===== src/sv/dsrm_pkg.sv =====
// shared types, constants and register codes of the deep sample range merge block
package dsrm_pkg;

	localparam int DEPTH_W        = 32;
	localparam int ALPHA_W        = 17;
	localparam int COLOR_W        = 24;
	localparam int COUNT_W        = 10;
	localparam int TRANS_W        = 33;
	localparam int COLOR_CHANNELS = 3;
	localparam int MAX_SAMPLES    = 1024;
	localparam int FIFO_DEPTH     = 4;

	localparam int CFG_IDX_W  = 3;
	localparam int CFG_DATA_W = 32;

	// register indexes on the configuration port
	localparam logic [CFG_IDX_W-1:0] REG_SCALE_BY_DEPTH  = 3'd0;
	localparam logic [CFG_IDX_W-1:0] REG_DISTANCE_LIMIT  = 3'd1;
	localparam logic [CFG_IDX_W-1:0] REG_ALPHA_LIMIT     = 3'd2;
	localparam logic [CFG_IDX_W-1:0] REG_COLLAPSE_HIDDEN = 3'd3;
	localparam logic [CFG_IDX_W-1:0] REG_GIVE_VOLUME     = 3'd4;

	localparam logic [ALPHA_W-1:0] ALPHA_ONE  = 17'd65536;
	localparam logic [TRANS_W-1:0] UNITY_T    = 33'h1_0000_0000;
	localparam logic [TRANS_W-1:0] OPAQUE_EPS = 33'd4295;
	localparam logic [COLOR_W-1:0] COLOR_MAX  = 24'hFF_FFFF;

	localparam logic        RST_SCALE_BY_DEPTH  = 1'b1;
	localparam logic [31:0] RST_DISTANCE_LIMIT  = 32'd3277;
	localparam logic [16:0] RST_ALPHA_LIMIT     = 17'd8192;
	localparam logic        RST_COLLAPSE_HIDDEN = 1'b1;
	localparam logic        RST_GIVE_VOLUME     = 1'b1;

	typedef struct packed {
		logic [DEPTH_W-1:0] front_depth;
		logic [DEPTH_W-1:0] back_depth;
		logic [ALPHA_W-1:0] alpha;
		logic [COLOR_W-1:0] red;
		logic [COLOR_W-1:0] green;
		logic [COLOR_W-1:0] blue;
		logic               pixel_last;
	} in_item_t;

	typedef struct packed {
		logic [DEPTH_W-1:0] out_front;
		logic [DEPTH_W-1:0] out_back;
		logic [ALPHA_W-1:0] out_alpha;
		logic [COLOR_W-1:0] out_red;
		logic [COLOR_W-1:0] out_green;
		logic [COLOR_W-1:0] out_blue;
		logic [COUNT_W-1:0] merged_count;
		logic               last_of_pixel;
	} out_item_t;

	typedef struct packed {
		logic               scale_by_depth;
		logic [DEPTH_W-1:0] distance_limit;
		logic [ALPHA_W-1:0] alpha_limit;
		logic               collapse_hidden;
		logic               give_volume;
	} cfg_t;

	// results produced by one sample, in delivery order
	typedef struct packed {
		logic [1:0] cnt;
		out_item_t  first;
		out_item_t  second;
	} push_t;

endpackage


===== src/sv/dsrm_fifo.sv =====
// small result queue taking up to two results per cycle, delivering one when not stalled
module dsrm_fifo (
	input  logic                clk,
	input  logic                arst_n,
	input  dsrm_pkg::push_t     push,
	output logic                room,
	output logic                out_valid,
	input  logic                out_stall,
	output dsrm_pkg::out_item_t out_data
);

	localparam int DEPTH = dsrm_pkg::FIFO_DEPTH;
	localparam int PTR_W = $clog2(DEPTH);
	localparam int CNT_W = PTR_W + 1;

	dsrm_pkg::out_item_t mem_q [DEPTH];
	logic [PTR_W-1:0] wptr_q, rptr_q, wptr_nx;
	logic [CNT_W-1:0] count_q;
	logic             pop;

	assign pop       = out_valid && !out_stall;
	assign out_valid = count_q != '0;
	assign out_data  = mem_q[rptr_q];
	assign room      = count_q <= CNT_W'(DEPTH - 2);
	assign wptr_nx   = wptr_q + PTR_W'(1);

	always_ff @(posedge clk) begin
		if (push.cnt != 2'd0) begin
			mem_q[wptr_q] <= push.first;
		end
		if (push.cnt == 2'd2) begin
			mem_q[wptr_nx] <= push.second;
		end
	end

	always_ff @(posedge clk or negedge arst_n) begin
		if (!arst_n) begin
			wptr_q  <= '0;
			rptr_q  <= '0;
			count_q <= '0;
		end else begin
			wptr_q  <= wptr_q + PTR_W'(push.cnt);
			rptr_q  <= rptr_q + PTR_W'(pop);
			count_q <= count_q + CNT_W'(push.cnt) - CNT_W'(pop);
		end
	end

	a_no_overflow: assert property (@(posedge clk) disable iff (!arst_n)
		(push.cnt != 2'd0) |-> ((count_q + CNT_W'(push.cnt)) <= CNT_W'(DEPTH)))
		else $error("result queue overflow");

	a_count_bound: assert property (@(posedge clk) disable iff (!arst_n)
		count_q <= CNT_W'(DEPTH))
		else $error("result queue count out of range");

	a_pop_only: assert property (@(posedge clk) disable iff (!arst_n)
		(pop && push.cnt == 2'd0) |=> (count_q == $past(count_q) - CNT_W'(1)))
		else $error("queue count wrong after pop");

endmodule


===== config.mk =====
export PLATFORM = sky130hd
export DESIGN_NAME = dsrm_fifo
export DESIGN_NICKNAME = d
export VERILOG_FILES = /design/src/sv/dsrm_pkg.sv /design/src/sv/dsrm_fifo.sv
export SDC_FILE = /design/constraint.sdc
export NUM_CORES = 1
export LEC_CHECK = 0
export BUFFER_PORTS_ARGS = -buffer_cell sky130_fd_sc_hd__buf_2
export CORE_ASPECT_RATIO = 1.1
export CORE_MARGIN = 3
export CORE_UTILIZATION = 60
export CTS_BUF_LIST = sky130_fd_sc_hd__clkbuf_16
export DETAILED_ROUTE_END_ITERATION = 6
export GPL_ROUTABILITY_DRIVEN = 0
export PLACE_DENSITY = 0.95
export SLEW_MARGIN = 15
export SYNTH_ARGS = -nofsm -noshare
export SYNTH_HDL_FRONTEND = slang
export SYNTH_SLANG_ARGS = --single-unit

===== constraint.sdc =====
create_clock -name clk -period 31.2 [get_ports clk]
set_input_delay 1.56 -clock clk [delete_from_list [all_inputs] [get_ports clk]]
set_output_delay 1.56 -clock clk [all_outputs]
set_load 0.01 [all_outputs]

==> impl_table.tex <==
\begin{tabular}{lr}
\hline
Metric & Value \\
\hline
\multicolumn{2}{l}{\textbf{Hold path}} \\
\quad Hold Crit Depth & 1 \\
\quad Worst min-delay path endpoint & count\_q[2]\$\_DFF\_PN0\_ \\
\quad Hold Startpoint & count\_q[2]\$\_DFF\_PN0\_ \\
\quad Hold/Removal Path Class & flip-flop to flip-flop \\
\multicolumn{2}{l}{\textbf{Detailed routing}} \\
\quad Vias per cell & 6.39 \\
\quad Drt wl/cell & 27.4 um \\
\quad 1st-pass router iterations & 5 \\
\quad Number of nets still failing antenna checks after routing & 0 \\
\quad Final routed wirelength across all metal layers & 78.8 mm \\
\quad Total via count after detailed routing & 18,357 \\
\quad Post-route DRC violation count & 0 \\
\quad Drt initial violations & 1,724 \\
\multicolumn{2}{l}{\textbf{Timing}} \\
\quad Clk\_skew & 25.4 ps \\
\quad Final setup vio count & 0 \\
\quad Hold violation count in the final report & 0 \\
\quad Final Max Tran Viols & 0 \\
\quad Slew HR & 0.257 \\
\quad Setup TNS after final layout & 0 ps \\
\quad Unrepaired setup endpoints after global routing & false \\
\quad Min Tclk post-route & 5740 ps \\
\quad Part of the cycle the worst path needs & 0.184 \\
\quad Slew at the pin with the worst max-slew slack & 1110 ps \\
\quad Peak Freq & 174 MHz \\
\multicolumn{2}{l}{\textbf{Floorplan}} \\
\quad Area enclosed by the die boundary & 55,800 sq um \\
\quad Initial Util & 0.614 \\
\quad Number of top-level pins & 499 \\
\quad Die Y & 247 um \\
\quad Core ar. & 51,800 sq um \\
\quad Site row count & 87 \\
\quad Horizontal extent of the die & 226 um \\
\multicolumn{2}{l}{\textbf{Pwr}} \\
\quad Net switching power & 1.06 mW \\
\quad Switching share of power & 0.317 \\
\quad Pleak & 13.1 nW \\
\quad Max rail drop VDD & 0.0826 mV \\
\quad Clock Power Share & 0.239 \\
\quad Combinational share of power & 0.340 \\
\quad Cell area power density & 89.8 nW/um\^{}2 \\
\quad Portion of total power attributed to sequential cells & 0.421 \\
\quad Power Internal & 2.28 mW \\
\multicolumn{2}{l}{\textbf{Clock tree}} \\
\quad CTS buffer count & 69 \\
\quad Clock tree from TritonCTS & yes \\
\quad Clock root cell & clkbuf\_16 \\
\quad Clk slew on worst S/H paths & 60 ps \\
\quad Sinks on Clock Net & 663 \\
\quad Number of instances resized during post-cts repair & 0 \\
\quad Hold\_buf cts & 0 \\
\quad CTS Buffer Depth & 3 \\
\quad Buffer count from post-CTS setup fixing & 0 \\
\quad Number of H-tree branching levels & 3 \\
\quad Clock latency on the worst-skew pair & 600 ps \\
\multicolumn{2}{l}{\textbf{Place}} \\
\quad Cell area after placement & 34,800 sq um \\
\quad Final HPWL DP & 48.2 mm \\
\quad Number of port buffers & 498 \\
\multicolumn{2}{l}{\textbf{Critical path}} \\
\quad Worst reg2reg path startpoint & wptr\_q[1]\$\_DFF\_PN0\_ \\
\quad WP data arrival & 4180 ps \\
\quad Worst path required time & 29,640 ps \\
\quad Crit Reg-Reg Endpoint & mem\_q[0][19]\$\_DFFE\_PP\_ \\
\quad Worst Path Class, Setup & flip-flop to output pin \\
\quad Kind of end point of the critical path & output pin \\
\quad Worst-path maximum fanout & 49 \\
\quad Kind of start point of the critical path & flip-flop \\
\quad Register-to-register setup slack & 26,810 ps \\
\quad R2r worst-path depth & 4 \\
\multicolumn{2}{l}{\textbf{Layout}} \\
\quad Post-layout nets & 2,450 \\
\quad Number of fill cells in the layout & 2,979 \\
\quad Finished layout cell area & 37,100 sq um \\
\quad Area Growth Syn to Fin & 16.7\% \\
\quad Fraction of layout cells with a size suffix above 1 & 0.657 \\
\multicolumn{2}{l}{\textbf{Logic synthesis}} \\
\quad Synthesized-area fraction occupied by adder cells & 0.00181 \\
\quad Synthesis Warnings & 0 \\
\quad Combinational family with the most area after synthesis & multiplexers \\
\quad Multiplexer share of the synthesized area & 0.348 \\
\quad Gate count after technology mapping & 1,627 \\
\quad Number of distinct standard cells referenced by the synthesized netlist & 27 \\
\quad Post-synth EDFFs & 656 \\
\quad Top post-synthesis cells by count & 656 x edfxtp\_1, 630 x mux2\_2, 164 x mux4\_2, 54 x buf\_2, 34 x buf\_4 \\
\quad Most area-hungry cell type in the Yosys netlist & edfxtp\_1 \\
\quad FF+latch count, synth & 663 \\
\quad Compound-gate portion of the synthesized area & 0.00118 \\
\quad Fraction of the yosys area taken by sequential cells & 0.625 \\
\quad Simple-gate share of the synthesized area & 0.00216 \\
\quad Number of nets in the synthesized netlist & 1,964 \\
\quad Post-Synthesis Cell Area & 31,800 sq um \\
\quad Async set or reset register ratio after synthesis & 0.0106 \\
\quad Mean cell area of the mapped netlist & 19.5 sq um \\
\quad Synth top area share & 0.619 \\
\quad Synthesized-area fraction occupied by xor and xnor cells & 0.00165 \\
\quad Most frequent cell after synthesis & edfxtp\_1 \\
\quad Cell types with the largest area share after synthesis & edfxtp\_1 62\%, mux2\_2 22\%, mux4\_2 12\% \\
\quad Top flip-flop cell by instance count after synthesis & edfxtp\_1 \\
\multicolumn{2}{l}{\textbf{Global route}} \\
\quad Pin count of the biggest net entering global routing & 138 \\
\quad Global-route wire length before repair & 119 mm \\
\quad Grt ovf & 0 \\
\quad Number of global-route vias before repair & 19,418 \\
\quad Total routing usage reported by global routing & 0.282 \\
\quad Number of antenna violations at the first check in global routing & 39 \\
\multicolumn{2}{l}{\textbf{Flow run}} \\
\quad Number of maximum-capacitance violations & 0 \\
\multicolumn{2}{l}{\textbf{Status}} \\
\quad Run status & finished, final reports clean \\
\hline
\end{tabular}
==> worst max path at each step <==
stage / end / slack [ps] / startpoint
finish: out_data[97] / 25460 / rptr_q[0]$_DFF_PN0_
global route: out_data[104] / 24980 / rptr_q[0]$_DFF_PN0_
CTS: out_data[97] / 25220 / rptr_q[0]$_DFF_PN0_
detailed placement: mem_q[0][14]$_DFFE_PP_ / 25610 / push[328]
global placement: mem_q[0][90]$_DFFE_PP_ / 25620 / push[328]
floorplan: mem_q[0][0]$_DFFE_PP_ / 17200 / push[328]
==> final cells by class <==
class                   instances  area [sq um]  area share
inverters                       6          22.5    0.000607
flip-flops and latches        663         19900       0.536
multi-input cells             848         11400       0.306
repair buffers                525          2710      0.0730
clock buffers                  73          1830      0.0492
diodes                         42           105     0.00283
clock inverters                51           354     0.00954
well taps                     667           835      0.0225
==> critical path: stages (launching register included) <==
cell and delay [ps]:
dfrtp_4 930, buf_4 880, buf_4 830, mux4_2 590
buf_2 200
==> kinds of logic after synthesis <==
family,after synthesis
muxes,820
DFF,663
buffers and inverters,116
and+or+nand+nor,12
AOI/OAI and AO/OA,6
xor gates and xnor gates,6
adders and majority gates,4
==> layout by cell type, fill, tap and decap left out, types with 9 or more instances in the layout <==
cell / netlist / routed
mux4_2: 164 / 164
mux2_2: 630 / 630
inv_1: 5 / 22
clkinv_2: 0 / 9
mux2_1: 26 / 26
buf_4: 34 / 26
buf_2: 54 / 498
clkbuf_16: 0 / 73
diode_2: 0 / 42
clkinv_1: 0 / 15
edfxtp_1: 656 / 656
==> stage by stage <==
stage	hold slack (ps)	utilization	std cells	setup slack [ps]	total power, mW
6_report	562	0.716	2875	25460	3.33
5_1_grt	579	0.715	2859	24980	3.47
4_1_cts	549	0.714	2833	25220	3.35
3_5_place_dp	540	0.672	2709	25610	2.55
3_3_place_gp	504	0.672	2709	25620	2.52
2_1_floorplan	489	-	1627	17200	2.21
==> routing by layer <==
layer	track usage	vias up	share of wire
met5	0	-	0.0020
met4	0.112	24	0.038
met3	0.0783	216	0.096
met2	0.463	920	0.51
met1	0.361	9430	0.35
li1	-	7767	-
==> power groups by stage <==
stage | Clock [mW] | Sequential (mW) | Combinational (mW)
5_1_grt | 0.842 | 1.43 | 1.20
3_3_place_gp | 0 | 1.40 | 1.12
4_1_cts | 0.805 | 1.41 | 1.14
6_report | 0.795 | 1.40 | 1.13
3_5_place_dp | 0 | 1.42 | 1.13
2_1_floorplan | 0 | 1.46 | 0.750
==> registers in the layout, summed over array words and instances (netlist names) <==
name	flops
count_q	3
wptr_q	2
rptr_q	2
mem_q	656
(Power assumes the default switching activity.)
